[src/rtl/core/rle_image_blit_decoder_defines.svh]
// Assertion macros for the RLE image blit decoder.
`ifndef RLE_IMAGE_BLIT_DECODER_DEFINES_SVH
`define RLE_IMAGE_BLIT_DECODER_DEFINES_SVH
`ifndef SYNTHESIS
`define RIB_ASSERT_SAME(lbl, clk, rst, ante, cons, msg) \
   lbl: assert property (@(posedge clk) disable iff (rst) (ante) |-> (cons)) else $error(msg);
`define RIB_ASSERT_NEXT(lbl, clk, rst, ante, cons, msg) \
   lbl: assert property (@(posedge clk) disable iff (rst) (ante) |=> (cons)) else $error(msg);
`else
`define RIB_ASSERT_SAME(lbl, clk, rst, ante, cons, msg)
`define RIB_ASSERT_NEXT(lbl, clk, rst, ante, cons, msg)
`endif
`endif

[src/rtl/core/rib_pkg.sv]
// Shared types and constants of the RLE image blit decoder.
package rib_pkg;

   localparam int ADDR_BITS_DEF = 24;
   localparam int CMD_DEPTH     = 4;
   localparam int OUT_DEPTH     = 2;

   localparam int BYTE_W     = 8;
   localparam int DIM_W      = 16;
   localparam int BASE_W     = 24;
   localparam int PITCH_W    = 16;
   localparam int PIX_ADDR_W = 24;
   localparam int RUN_W      = 6;
   localparam int HIDX_W     = 3;
   localparam int CSR_W      = 24;
   localparam int CSR_IDX_W  = 1;

   localparam logic [BYTE_W-1:0] RUN_MIN   = 8'hC1;
   localparam logic [HIDX_W-1:0] HDR_BYTES = 3'd4;

   // header byte positions
   localparam logic [HIDX_W-1:0] HDR_W_LO = 3'd0;
   localparam logic [HIDX_W-1:0] HDR_W_HI = 3'd1;
   localparam logic [HIDX_W-1:0] HDR_H_LO = 3'd2;
   localparam logic [HIDX_W-1:0] HDR_H_HI = 3'd3;

   // register indexes
   localparam logic [CSR_IDX_W-1:0] CSR_DEST_BASE = 1'd0;
   localparam logic [CSR_IDX_W-1:0] CSR_ROW_PITCH = 1'd1;

   // command from the front end to the back end
   typedef struct packed {
      logic                is_hdr;
      logic [DIM_W-1:0]    width;
      logic [DIM_W-1:0]    height;
      logic [BASE_W-1:0]   base;
      logic [BYTE_W-1:0]   value;
      logic [RUN_W-1:0]    count;
   } cmd_type;

   // one emitted pixel
   typedef struct packed {
      logic [PIX_ADDR_W-1:0] addr;
      logic [BYTE_W-1:0]     value;
      logic                  last;
      logic                  done;
   } pix_type;

endpackage

[src/rtl/core/rib_fifo.sv]
// Small register-based FIFO used between the decoder stages.
module rib_fifo #(
   parameter int WIDTH = 8,
   parameter int DEPTH = 4
) (
   input  logic             clock,
   input  logic             reset,
   input  logic             wr_en,
   input  logic [WIDTH-1:0] wr_data,
   output logic             full,
   input  logic             rd_en,
   output logic [WIDTH-1:0] rd_data,
   output logic             empty
);

   localparam int PTR_W = (DEPTH > 1) ? $clog2(DEPTH) : 1;
   localparam int CNT_W = $clog2(DEPTH + 1);

   logic [WIDTH-1:0] mem_ff [DEPTH];
   logic [PTR_W-1:0] wr_ptr_ff, wr_ptr_in;
   logic [PTR_W-1:0] rd_ptr_ff, rd_ptr_in;
   logic [CNT_W-1:0] count_ff, count_in;
   logic             wr_fire, rd_fire;

   assign full    = (count_ff == CNT_W'(DEPTH));
   assign empty   = (count_ff == '0);
   assign wr_fire = wr_en && !full;
   assign rd_fire = rd_en && !empty;
   assign rd_data = mem_ff[rd_ptr_ff];

   always_comb begin
      wr_ptr_in = wr_ptr_ff;
      rd_ptr_in = rd_ptr_ff;
      count_in  = count_ff;
      if (wr_fire) begin
         wr_ptr_in = (wr_ptr_ff == PTR_W'(DEPTH - 1)) ? '0 : wr_ptr_ff + 1'b1;
      end
      if (rd_fire) begin
         rd_ptr_in = (rd_ptr_ff == PTR_W'(DEPTH - 1)) ? '0 : rd_ptr_ff + 1'b1;
      end
      if (wr_fire && !rd_fire) begin
         count_in = count_ff + 1'b1;
      end else if (rd_fire && !wr_fire) begin
         count_in = count_ff - 1'b1;
      end
   end

   always_ff @(posedge clock) begin
      if (reset) begin
         wr_ptr_ff <= '0;
         rd_ptr_ff <= '0;
         count_ff  <= '0;
      end else begin
         wr_ptr_ff <= wr_ptr_in;
         rd_ptr_ff <= rd_ptr_in;
         count_ff  <= count_in;
      end
   end

   always_ff @(posedge clock) begin
      if (wr_fire) begin
         mem_ff[wr_ptr_ff] <= wr_data;
      end
   end

endmodule

[src/rtl/core/rib_front.sv]
// Front end: header parse and run/literal classification of source bytes.
module rib_front (
   input  logic                          clock,
   input  logic                          reset,
   input  logic                          in_fire,
   input  logic [rib_pkg::BYTE_W-1:0]    byte_in,
   input  logic                          frame_start,
   input  logic [rib_pkg::BASE_W-1:0]    dest_base,
   output logic                          cmd_push,
   output rib_pkg::cmd_type              cmd_data
);

   logic                          active_ff, active_in;
   logic [rib_pkg::HIDX_W-1:0]    hidx_ff, hidx_in;
   logic [rib_pkg::DIM_W-1:0]     width_ff, width_in;
   logic [rib_pkg::DIM_W-1:0]     height_ff, height_in;
   logic                          await_ff, await_in;
   logic [rib_pkg::RUN_W-1:0]     run_ff, run_in;

   logic                          eff_active;
   logic [rib_pkg::HIDX_W-1:0]    eff_hidx;
   logic                          eff_await;

   always_comb begin
      eff_active = frame_start || active_ff;
      eff_hidx   = frame_start ? '0 : hidx_ff;
      eff_await  = frame_start ? 1'b0 : await_ff;

      active_in = active_ff;
      hidx_in   = hidx_ff;
      width_in  = width_ff;
      height_in = height_ff;
      await_in  = await_ff;
      run_in    = run_ff;
      cmd_push  = 1'b0;
      cmd_data  = '0;

      if (in_fire && eff_active) begin
         active_in = 1'b1;
         hidx_in   = eff_hidx;
         await_in  = eff_await;
         if (eff_hidx < rib_pkg::HDR_BYTES) begin
            case (eff_hidx)
               rib_pkg::HDR_W_LO: width_in  = {8'h00, byte_in};
               rib_pkg::HDR_W_HI: width_in  = {byte_in, width_ff[7:0]};
               rib_pkg::HDR_H_LO: height_in = {8'h00, byte_in};
               rib_pkg::HDR_H_HI: height_in = {byte_in, height_ff[7:0]};
               default:           height_in = height_ff;
            endcase
            hidx_in = eff_hidx + 1'b1;
            if (eff_hidx == rib_pkg::HDR_H_HI) begin
               cmd_push        = 1'b1;
               cmd_data.is_hdr = 1'b1;
               cmd_data.width  = width_ff;
               cmd_data.height = {byte_in, height_ff[7:0]};
               cmd_data.base   = dest_base;
               await_in        = 1'b0;
            end
         end else if (eff_await) begin
            cmd_push       = 1'b1;
            cmd_data.value = byte_in;
            cmd_data.count = run_ff;
            await_in       = 1'b0;
         end else if (byte_in >= rib_pkg::RUN_MIN) begin
            // run byte: count is the byte minus 0xC0
            await_in = 1'b1;
            run_in   = byte_in[rib_pkg::RUN_W-1:0];
         end else begin
            cmd_push       = 1'b1;
            cmd_data.value = byte_in;
            cmd_data.count = rib_pkg::RUN_W'(1);
         end
      end
   end

   always_ff @(posedge clock) begin
      if (reset) begin
         active_ff <= 1'b0;
         hidx_ff   <= '0;
         width_ff  <= '0;
         height_ff <= '0;
         await_ff  <= 1'b0;
         run_ff    <= '0;
      end else begin
         active_ff <= active_in;
         hidx_ff   <= hidx_in;
         width_ff  <= width_in;
         height_ff <= height_in;
         await_ff  <= await_in;
         run_ff    <= run_in;
      end
   end

endmodule

[src/rtl/core/rib_back.sv]
// Back end: run expansion and destination address generation.
module rib_back #(
   parameter int ADDR_BITS = rib_pkg::ADDR_BITS_DEF
) (
   input  logic                          clock,
   input  logic                          reset,
   input  rib_pkg::cmd_type              cmd_head,
   input  logic                          cmd_empty,
   output logic                          cmd_pop,
   input  logic [rib_pkg::PITCH_W-1:0]   row_pitch,
   input  logic                          out_full,
   output logic                          out_push,
   output rib_pkg::pix_type              out_data
);

   logic [rib_pkg::DIM_W-1:0]  width_ff, width_in;
   logic [rib_pkg::DIM_W-1:0]  height_ff, height_in;
   logic [rib_pkg::DIM_W-1:0]  col_ff, col_in;
   logic [rib_pkg::DIM_W-1:0]  row_ff, row_in;
   logic [ADDR_BITS-1:0]       raddr_ff, raddr_in;
   logic                       finished_ff, finished_in;
   logic                       busy_ff, busy_in;
   logic [rib_pkg::BYTE_W-1:0] value_ff, value_in;
   logic [rib_pkg::RUN_W-1:0]  rem_ff, rem_in;

   logic [rib_pkg::BYTE_W-1:0] sel_value;
   logic [rib_pkg::RUN_W-1:0]  sel_rem;
   logic [rib_pkg::DIM_W-1:0]  col_inc, row_inc;
   logic [ADDR_BITS-1:0]       pix_addr;
   logic                       wrap, done, last, fire;

   always_comb begin
      sel_value = busy_ff ? value_ff : cmd_head.value;
      sel_rem   = busy_ff ? rem_ff : cmd_head.count;
      col_inc   = col_ff + 1'b1;
      row_inc   = row_ff + 1'b1;
      wrap      = (col_inc == width_ff);
      done      = wrap && (row_inc == height_ff);
      last      = (sel_rem == rib_pkg::RUN_W'(1)) || done;
      pix_addr  = raddr_ff + ADDR_BITS'(col_ff);

      fire    = 1'b0;
      cmd_pop = 1'b0;

      width_in    = width_ff;
      height_in   = height_ff;
      col_in      = col_ff;
      row_in      = row_ff;
      raddr_in    = raddr_ff;
      finished_in = finished_ff;
      busy_in     = busy_ff;
      value_in    = value_ff;
      rem_in      = rem_ff;

      if (busy_ff) begin
         fire = !out_full;
      end else if (!cmd_empty) begin
         if (cmd_head.is_hdr) begin
            cmd_pop     = 1'b1;
            width_in    = cmd_head.width;
            height_in   = cmd_head.height;
            col_in      = '0;
            row_in      = '0;
            raddr_in    = ADDR_BITS'(cmd_head.base);
            finished_in = (cmd_head.width == '0) || (cmd_head.height == '0);
         end else if (finished_ff) begin
            // frame over: pixels are dropped
            cmd_pop = 1'b1;
         end else if (!out_full) begin
            cmd_pop = 1'b1;
            fire    = 1'b1;
         end
      end

      if (fire) begin
         col_in   = wrap ? '0 : col_inc;
         busy_in  = !last;
         value_in = sel_value;
         rem_in   = sel_rem - 1'b1;
         if (wrap) begin
            row_in   = row_inc;
            raddr_in = raddr_ff + ADDR_BITS'(row_pitch);
         end
         if (done) begin
            finished_in = 1'b1;
         end
      end

      out_push       = fire;
      out_data.addr  = rib_pkg::PIX_ADDR_W'(pix_addr);
      out_data.value = sel_value;
      out_data.last  = last;
      out_data.done  = done;
   end

   always_ff @(posedge clock) begin
      if (reset) begin
         width_ff    <= '0;
         height_ff   <= '0;
         col_ff      <= '0;
         row_ff      <= '0;
         raddr_ff    <= '0;
         finished_ff <= 1'b1;
         busy_ff     <= 1'b0;
         rem_ff      <= '0;
      end else begin
         width_ff    <= width_in;
         height_ff   <= height_in;
         col_ff      <= col_in;
         row_ff      <= row_in;
         raddr_ff    <= raddr_in;
         finished_ff <= finished_in;
         busy_ff     <= busy_in;
         rem_ff      <= rem_in;
      end
   end

   always_ff @(posedge clock) begin
      value_ff <= value_in;
   end

endmodule

[src/rtl/core/rle_image_blit_decoder.sv]
// Top level of the RLE image blit decoder: CSRs, front end, command queue, back end.
// Throughput: one beat per cycle on input while the command queue has a free slot;
//   a run value byte expands in the single back-end pixel emitter, which sets the rate;
//   header and run bytes emit nothing.
// The 4-deep command queue lets the front end keep taking beats while a run expands.
// Reset (synchronous): queues empty, CSRs zero, decoder idle until a frame_start beat.
`include "rle_image_blit_decoder_defines.svh"
module rle_image_blit_decoder #(
   parameter int ADDR_BITS = rib_pkg::ADDR_BITS_DEF
) (
   input  logic                               clock,
   input  logic                               reset,
   // source byte channel
   input  logic                               push,
   output logic                               full,
   input  logic [rib_pkg::BYTE_W-1:0]         req_byte_in,
   input  logic                               req_frame_start,
   // pixel channel
   output logic                               empty,
   input  logic                               pop,
   output logic [rib_pkg::PIX_ADDR_W-1:0]     rsp_pixel_addr,
   output logic [rib_pkg::BYTE_W-1:0]         rsp_pixel_value,
   output logic                               rsp_last_of_run,
   output logic                               rsp_frame_done,
   // CSR write port
   input  logic                               csr_wr_en,
   input  logic [rib_pkg::CSR_IDX_W-1:0]      csr_index,
   input  logic [rib_pkg::CSR_W-1:0]          csr_wdata
);

   localparam int CMD_W = $bits(rib_pkg::cmd_type);
   localparam int PIX_W = $bits(rib_pkg::pix_type);

   // CSRs
   logic [rib_pkg::BASE_W-1:0]  dest_base_ff;
   logic [rib_pkg::PITCH_W-1:0] row_pitch_ff;

   always_ff @(posedge clock) begin
      if (reset) begin
         dest_base_ff <= '0;
         row_pitch_ff <= '0;
      end else if (csr_wr_en) begin
         case (csr_index)
            rib_pkg::CSR_DEST_BASE: dest_base_ff <= csr_wdata[rib_pkg::BASE_W-1:0];
            rib_pkg::CSR_ROW_PITCH: row_pitch_ff <= csr_wdata[rib_pkg::PITCH_W-1:0];
            default:                dest_base_ff <= dest_base_ff;
         endcase
      end
   end

   // front end: a beat is taken whenever the command queue has a free slot
   logic             in_fire;
   logic             cmd_push;
   rib_pkg::cmd_type cmd_wr;
   logic             cmd_full, cmd_empty, cmd_pop;
   logic [CMD_W-1:0] cmd_rd_data;
   rib_pkg::cmd_type cmd_head;

   assign full    = cmd_full;
   assign in_fire = push && !cmd_full;

   rib_front u_front (
      .clock       (clock),
      .reset       (reset),
      .in_fire     (in_fire),
      .byte_in     (req_byte_in),
      .frame_start (req_frame_start),
      .dest_base   (dest_base_ff),
      .cmd_push    (cmd_push),
      .cmd_data    (cmd_wr)
   );

   rib_fifo #(
      .WIDTH (CMD_W),
      .DEPTH (rib_pkg::CMD_DEPTH)
   ) u_cmd_q (
      .clock   (clock),
      .reset   (reset),
      .wr_en   (cmd_push),
      .wr_data (cmd_wr),
      .full    (cmd_full),
      .rd_en   (cmd_pop),
      .rd_data (cmd_rd_data),
      .empty   (cmd_empty)
   );

   assign cmd_head = rib_pkg::cmd_type'(cmd_rd_data);

   // back end: expands runs, one pixel per cycle into the output queue while it has room
   logic             out_push, out_full;
   rib_pkg::pix_type out_wr;
   logic [PIX_W-1:0] out_rd_data;
   rib_pkg::pix_type out_head;
   logic             pix_done;

   rib_back #(
      .ADDR_BITS (ADDR_BITS)
   ) u_back (
      .clock     (clock),
      .reset     (reset),
      .cmd_head  (cmd_head),
      .cmd_empty (cmd_empty),
      .cmd_pop   (cmd_pop),
      .row_pitch (row_pitch_ff),
      .out_full  (out_full),
      .out_push  (out_push),
      .out_data  (out_wr)
   );

   // output skid queue decouples pixel generation from the consumer
   rib_fifo #(
      .WIDTH (PIX_W),
      .DEPTH (rib_pkg::OUT_DEPTH)
   ) u_out_q (
      .clock   (clock),
      .reset   (reset),
      .wr_en   (out_push),
      .wr_data (out_wr),
      .full    (out_full),
      .rd_en   (pop),
      .rd_data (out_rd_data),
      .empty   (empty)
   );

   assign out_head        = rib_pkg::pix_type'(out_rd_data);
   assign rsp_pixel_addr  = out_head.addr;
   assign rsp_pixel_value = out_head.value;
   assign rsp_last_of_run = out_head.last;
   assign rsp_frame_done  = out_head.done;

   // last pixel of the image leaving the back end
   assign pix_done = out_push && out_wr.done;

   // checks
   `RIB_ASSERT_SAME(a_cmd_no_overflow, clock, reset, cmd_push, !cmd_full, "cmd queue overflow")
   `RIB_ASSERT_SAME(a_out_no_overflow, clock, reset, out_push, !out_full, "out queue overflow")
   `RIB_ASSERT_SAME(a_done_is_last, clock, reset, pix_done, out_wr.last, "done without last")
   `RIB_ASSERT_NEXT(a_done_drains, clock, reset, pix_done, !out_push, "pixel after frame end")

endmodule
[config.mk]
export PLATFORM = sky130hd
export DESIGN_NAME = rle_image_blit_decoder
export DESIGN_NICKNAME = d
export VERILOG_FILES = /design/src/rtl/core/rib_pkg.sv /design/src/rtl/core/rib_fifo.sv /design/src/rtl/core/rib_front.sv /design/src/rtl/core/rib_back.sv /design/src/rtl/core/rle_image_blit_decoder.sv
export VERILOG_INCLUDE_DIRS = /design/src /design/src/rtl/core
export SDC_FILE = /design/constraint.sdc
export NUM_CORES = 1
export LEC_CHECK = 0
export BUFFER_PORTS_ARGS = -buffer_cell sky130_fd_sc_hd__buf_4
export CORE_ASPECT_RATIO = 0.7
export CORE_MARGIN = 3
export CORE_UTILIZATION = 30
export CTS_CLUSTER_SIZE = 30
export DETAILED_ROUTE_END_ITERATION = 8
export SYNTH_ARGS = -nofsm -noshare
export SYNTH_HDL_FRONTEND = slang
export SYNTH_SLANG_ARGS = --single-unit
[constraint.sdc]
create_clock -name clock -period 12.2 [get_ports clock]
set_clock_uncertainty 0.05 [all_clocks]
set_input_delay 1.83 -clock clock [delete_from_list [all_inputs] [get_ports clock]]
set_output_delay 1.83 -clock clock [all_outputs]
set_load 0.05 [all_outputs]
==> impl_metrics.py, run 1 <==
metrics = {
    "global_route": {
        "grt_max_degree": 95,
        "overflow": 0,
        "antenna_found_initial": 5,
        "global_route.peak_usage_layer": "met1",
        "gr-usage-met1_pct": 22.1,
        "track_usage_pct": 14.1,
        "grt_pass1_wl_um": 89300,
        "grt_pass1_vias": 14393,
        "gr-usage-met3_pct": 3.26,
        "grtUsageMet2_pct": 19.7,
    },
    "synth": {
        "synth.mux.area_fraction_pct": 10.5,
        "synth-edff-count": 360,
        "yosysTopAreaCellShare_pct": 45.7,
        "yosys.area_share.adder_pct": 2.74,
        "syn-num-nets": 1949,
        "synth_ff_type": "edfxtp_1",
        "yosysWarningCount": 0,
        "synthArstFlopShare_pct": 0,
        "synth-simple-area-share_pct": 12.6,
        "synth-xor-area-share_pct": 3.22,
        "synth_top_family_by_area": "simple AND/OR/NAND/NOR gates",
        "synthTopCellsByArea": "edfxtp_1 (46%), dfxtp_1 (16%), mux4_2 (6.8%), nand2_1 (3.4%), a21oi_1 (2.9%)",
        "synthesis.instances": 1860,
        "synth_seq_cells": 545,
        "ys_seq_area_share_pct": 61.4,
        "synth_area_um2": 23700,
        "synth_compound_area_share_pct": 7.28,
        "synth_top_area_cell": "edfxtp_1",
        "yosysUniqueCellTypes": 76,
        "synth_area_per_cell_um2": 12.7,
    },
    "clock_tree": {
        "ctsResizeCount": 0,
        "cts_tree": "yes",
        "ctsHoldBuffers": 0,
        "clock_path_buffers": 3,
        "insertion_delay_ps": 600,
        "cts_inserted_buffers": 49,
        "htreeDepth": 2,
        "cts.sinks": 545,
        "cts_setup_buffers": 0,
        "path_clk_slew_ps": 60,
        "root_buffer": "clkbuf_16",
    },
    "route": {
        "initialDrtViolationCount": 1500,
        "first_pass_iters": 5,
        "drc": 0,
        "via_per_inst": 5.06,
        "ant_nets": 0,
        "wl_per_cell_um": 19.8,
        "drt_wl_total_um": 59100,
        "num_vias": 15087,
    },
    "cells_and_area": {
        "nets": 1985,
        "final_common_cell": "edfxtp_1",
        "finalInstanceArea_um2": 26900,
        "syn_to_final_growth_pct": 13.9,
        "num_antenna_cells": 0,
        "drive_gt1_share_pct": 16.3,
        "final_cell_mix": "edfxtp_1 (360), nand2_1 (216), dfxtp_1 (182)",
    },
    "setup_path": {
        "setup.worst_path.start_class": "input pin",
        "cp.arrival_ps": 4410,
        "cp_max_fo": 71,
        "cp-end-kind": "register",
        "crit_required_ps": 12350,
        "criticalPathCategory": "in -> reg",
    },
    "die": {
        "rows": 85,
        "core_area_um2": 77500,
        "ios": 75,
        "die-area_um2": 82300,
        "die_h_um": 241,
        "die_w_um": 342,
        "initial_utilization_pct": 30.5,
    },
    "timing": {
        "rsz0062_at_grt": "false",
        "period_needed_ps": 4260,
        "setup_viol": 0,
        "max_freq_ghz": 0.235,
        "period_share_pct": 34.9,
        "slew_headroom_pct": 23.6,
        "tightest_slew_ps": 1150,
        "finalHoldViolCount": 0,
        "finalMaxSlewViolations": 0,
        "finalSetupTns_ps": 0,
    },
    "pwr": {
        "p_leak_nw": 9.24,
        "irDropWorstVdd_v": 0.000205,
        "power_mw": 5.47,
        "power_density_nw_per_um2": 203,
    },
    "outcome": {
        "status": "finished, final reports clean",
    },
    "placement": {
        "gp_congestion": 0.861,
        "place_area_um2": 25300,
        "portBuffers": 74,
        "hpwl_um": 39300,
    },
    "run": {
        "cap_violations": 0,
    },
    "hold_path": {
        "hold_path.class": "reg -> reg",
    },
}
critical path, cell delays in order:
cell	delay, ps
buf_4	140
nor2b_1	440
nor2_1	80
a211oi_1	730
and2_2	270
buf_4	840
layout make-up:
cell class | count | area, µm²
fill | 7481 | 50600
clock buffer | 67 | 1350
multi-input combinational | 1180 | 8630
clock inverter | 24 | 319
tap | 1044 | 1310
timing repair buffer | 92 | 694
sequential | 545 | 14500
inverter | 28 | 105
state kept, by name (all words and copies together), names as in the netlist, 8 cells and up, named ones only:
signal / flops
u_cmd_q.mem_ff: 284
u_out_q.mem_ff: 68
dest_base_ff: 24
u_back.raddr_ff: 24
row_pitch_ff: 16
u_back.col_ff: 16
u_back.height_ff: 16
u_back.row_ff: 16
u_back.width_ff: 16
u_front.width_ff: 16
u_back.value_ff: 8
u_front.height_ff: 8
worst paths after layout:
kind | start | end | slack (ps) | cells past startpoint
hold reg to reg | u_back.rem_ff[4] | u_back.rem_ff[4] | 400 | 2
setup / recovery | req_frame_start | u_cmd_q.mem_ff[3][66] | 7940 | 6
hold / removal | u_back.rem_ff[4] | u_back.rem_ff[4] | 400 | 2
setup reg to reg | u_back.col_ff[0] | u_back.row_ff[9] | 8200 | 9
routing by layer:
metal,vias up,wire [µm]
met2,531,24200
met4,0,821
met5,-,0
met3,65,4670
met1,7528,29400
li1,6963,-
metrics by stage:
stage | hold slack, ps | util [%] | std cells | worst slack, ps
floorplan | 382 | - | 1860 | 7050
global route | 435 | 34.7 | 2980 | 7660
finish | 403 | 34.7 | 2980 | 7940
global placement | 389 | 32.6 | 2889 | 7400
CTS | 407 | 34.7 | 2980 | 7950
detailed placement | 398 | 32.6 | 2889 | 7330
report_power, final:
| group | switching, mW | internal, mW | total [mW] |
|---|---|---|---|
| combinational | 0.981 | 0.576 | 1.56 |
| sequential | 0.177 | 2.13 | 2.31 |
| clock | 0.695 | 0.912 | 1.61 |
| total | 1.85 | 3.62 | 5.47 |
synthesized netlist by cell type (4+ instances only):
cell / instances
o211ai_1: 10
nor2_1: 117
mux2i_1: 41
a211oi_1: 16
a21o_1: 8
mux4_2: 71
nand3b_1: 10
a21oi_1: 139
nor3b_1: 4
a31oi_1: 4
xnor2_1: 57
nor3_1: 15
nand3_1: 42
clkbuf_1: 74
dfxtp_1: 185
edfxtp_1: 360
o21a_1: 4
xor2_1: 30
buf_1: 14
and2_1: 26
and3_1: 70
nand2b_1: 7
o31ai_1: 5
buf_2: 15
mux2_2: 42
inv_1: 28
nor4_1: 23
nand4_1: 16
nand2_1: 216
o21ai_1: 12
o21ai_0: 46
ha_1: 47
or3_1: 17
a22oi_1: 10
nor2b_1: 15
cell families after synthesis:
family,Yosys count
AND/OR/NAND/NOR,604
adder cells (fa/ha/maj),50
flip-flops,545
buffers and inverters,135
XOR/XNOR,87
AO/OA/AOI/OAI,285
multiplexers,154
No activity file was read; power rests on OpenSTA's default activity.
==> run 2, diff against run 1 <==
==> constraint.sdc (replaced) <==
create_clock -name clock -period 3.66 [get_ports clock]
set_clock_uncertainty 0.05 [all_clocks]
set_input_delay 0.549 -clock clock [delete_from_list [all_inputs] [get_ports clock]]
set_output_delay 0.549 -clock clock [all_outputs]
set_load 0.05 [all_outputs]
==> run 2 against run 1 <==
First-iteration DRC count fell by 11%. Via count up 0.44%. Wire length rose by 1.9%. Critical path depth increased by 3. Sequential power rose to 3.3 times the previous value. Final cell count up 0.87%. Setup slack got worse by 7700 ps.
==> impl_metrics.py, run 2 (synthesis gave the netlist of run 1 again) <==
metrics = {
    "pwr": {
        "power_mw": 18.4,
        "irDropWorstVdd_v": 0.000463,
        "p_leak_nw": 9.39,
        "power_density_nw_per_um2": 674,
    },
    "die": {
        "die_w_um": 342,
        "die_h_um": 241,
        "ios": 75,
        "initial_utilization_pct": 30.5,
        "core_area_um2": 77500,
        "rows": 85,
        "die-area_um2": 82300,
    },
    "cells_and_area": {
        "final_common_cell": "edfxtp_1",
        "finish.utilization_pct": 35.2,
        "instances_no_fill": 3006,
        "largest_reg_flops": 284,
        "nets": 2010,
        "reg.largest.list": "u_cmd_q.mem_ff: 284 flops, u_out_q.mem_ff: 68 flops",
        "syn_to_final_growth_pct": 15.2,
        "drive_gt1_share_pct": 17.5,
        "final_cell_mix": "edfxtp_1 (360), nand2_1 (216), dfxtp_1 (182)",
        "fillers": 7527,
        "regMostFlops": "u_cmd_q.mem_ff",
    },
    "timing": {
        "rsz0062_at_grt": "false",
        "tightest_slew_ps": 1150,
        "max_freq_ghz": 0.295,
        "period_share_pct": 92.6,
        "period_needed_ps": 3390,
        "slew_headroom_pct": 23.2,
        "timing.hold.ws_ps": 166,
        "finalMaxSlewViolations": 0,
        "setup_viol": 0,
        "finalHoldViolCount": 0,
    },
    "clock_tree": {
        "htreeDepth": 2,
        "insertion_delay_ps": 590,
        "cts_tree": "yes",
        "cts.sinks": 545,
        "cts_setup_buffers": 0,
        "clock_path_buffers": 3,
        "cts_inserted_buffers": 49,
        "path_clk_slew_ps": 60,
        "root_buffer": "clkbuf_16",
    },
    "run": {
        "cap_violations": 0,
    },
    "route": {
        "initialDrtViolationCount": 1328,
        "via_per_inst": 5.04,
        "drt_wl_total_um": 60300,
        "drc": 0,
        "ant_nets": 0,
        "num_vias": 15154,
        "first_pass_iters": 5,
        "wl_per_cell_um": 20.0,
    },
    "setup_path": {
        "cp.arrival_ps": 3780,
        "criticalPathCategory": "reg -> reg",
        "cp_max_fo": 7,
        "setup.worst_path.start_class": "register",
        "reg2regPathDepth": 9,
        "r2r_start": "u_back.row_ff[0]",
        "cp-end-kind": "register",
        "crit_required_ps": 4050,
        "reg2reg_to": "u_back.busy_ff",
        "reg2reg_slack_ps": 270,
    },
    "global_route": {
        "grt_pass1_vias": 14657,
        "antenna_found_initial": 1,
        "grt_max_degree": 100,
        "grt_pass1_wl_um": 91200,
        "track_usage_pct": 14.5,
        "overflow": 0,
    },
    "placement": {
        "gp_congestion": 0.851,
        "dp_cells": 2914,
        "portBuffers": 74,
        "hpwl_um": 40700,
    },
    "outcome": {
        "status": "finished, final reports clean",
    },
    "hold_path": {
        "whs_path_depth": 3,
        "hold_path_end": "dest_base_ff[16]",
        "min_from": "csr_wdata[16]",
        "hold_path.class": "in -> reg",
    },
}
## run 2: where the power goes
part / internal [mW] / switching (mW)
clock network: 3.02 / 2.34
registers: 7.10 / 0.451
logic: 1.98 / 3.49
## run 2: layer usage
layer  GRT usage (%)  vias up  share of wire, %
met5               0        -                 0
met2            20.4      511                40
met1            22.6     7536                50
li1                -     7024                 -
met4            3.26        0               1.8
met3            2.95       83               8.5
## run 2: repair_timing
action	4_1_cts	5_1_grt
hold buffers	0	0
endpoints found under the hold margin	0	0
pin swaps	0	0
endpoints found under the setup margin	3	3
gates resized for setup	1	1
## run 2: worst max-delay path by stage
| stage | startpoint | endpoint | slack [ps] |
|---|---|---|---|
| global route | u_back.row_ff[0] | u_back.busy_ff | 10 |
| finish | u_back.row_ff[0] | u_back.busy_ff | 270 |
| global placement | u_back.row_ff[0] | u_out_q.mem_ff[0][1] | -280 |
| CTS | u_back.row_ff[0] | u_back.busy_ff | 120 |
| detailed placement | u_back.row_ff[0] | u_out_q.mem_ff[0][1] | -180 |
| floorplan | register | u_out_q.mem_ff[1][0] | 100 |
## run 2: area by class of cell
class / count / area, µm² / share of cell area, %
flip-flops and latches: 545 / 14500 / 53.3
multi-input cells: 1180 / 8650 / 31.7
clock buffers: 63 / 1330 / 4.87
well taps: 1044 / 1310 / 4.79
repair buffers: 117 / 1010 / 3.70
clock inverters: 28 / 342 / 1.25
inverters: 28 / 105 / 0.386
diodes: 1 / 2.50 / 0.00918
## run 2: stage by stage
step,setup TNS (ps),setup WS (ps),instance area [µm²]
3_3_place_gp,-786,-280,25600
3_5_place_dp,-537,-182,25600
5_1_grt,0,9.53,27300
6_report,0,270,27300
4_1_cts,0,118,27200
2_1_floorplan,0,95.6,23700
## run 2: critical path: stages (launching register included)
cell	delay, ps
dfxtp_1	470
ha_1	280
nand3_1	150
nor4_2	480
xnor2_1	140
nor4_1	290
nand4_1	150
a2111o_1	440
o21ai_1	630
o32ai_1	160
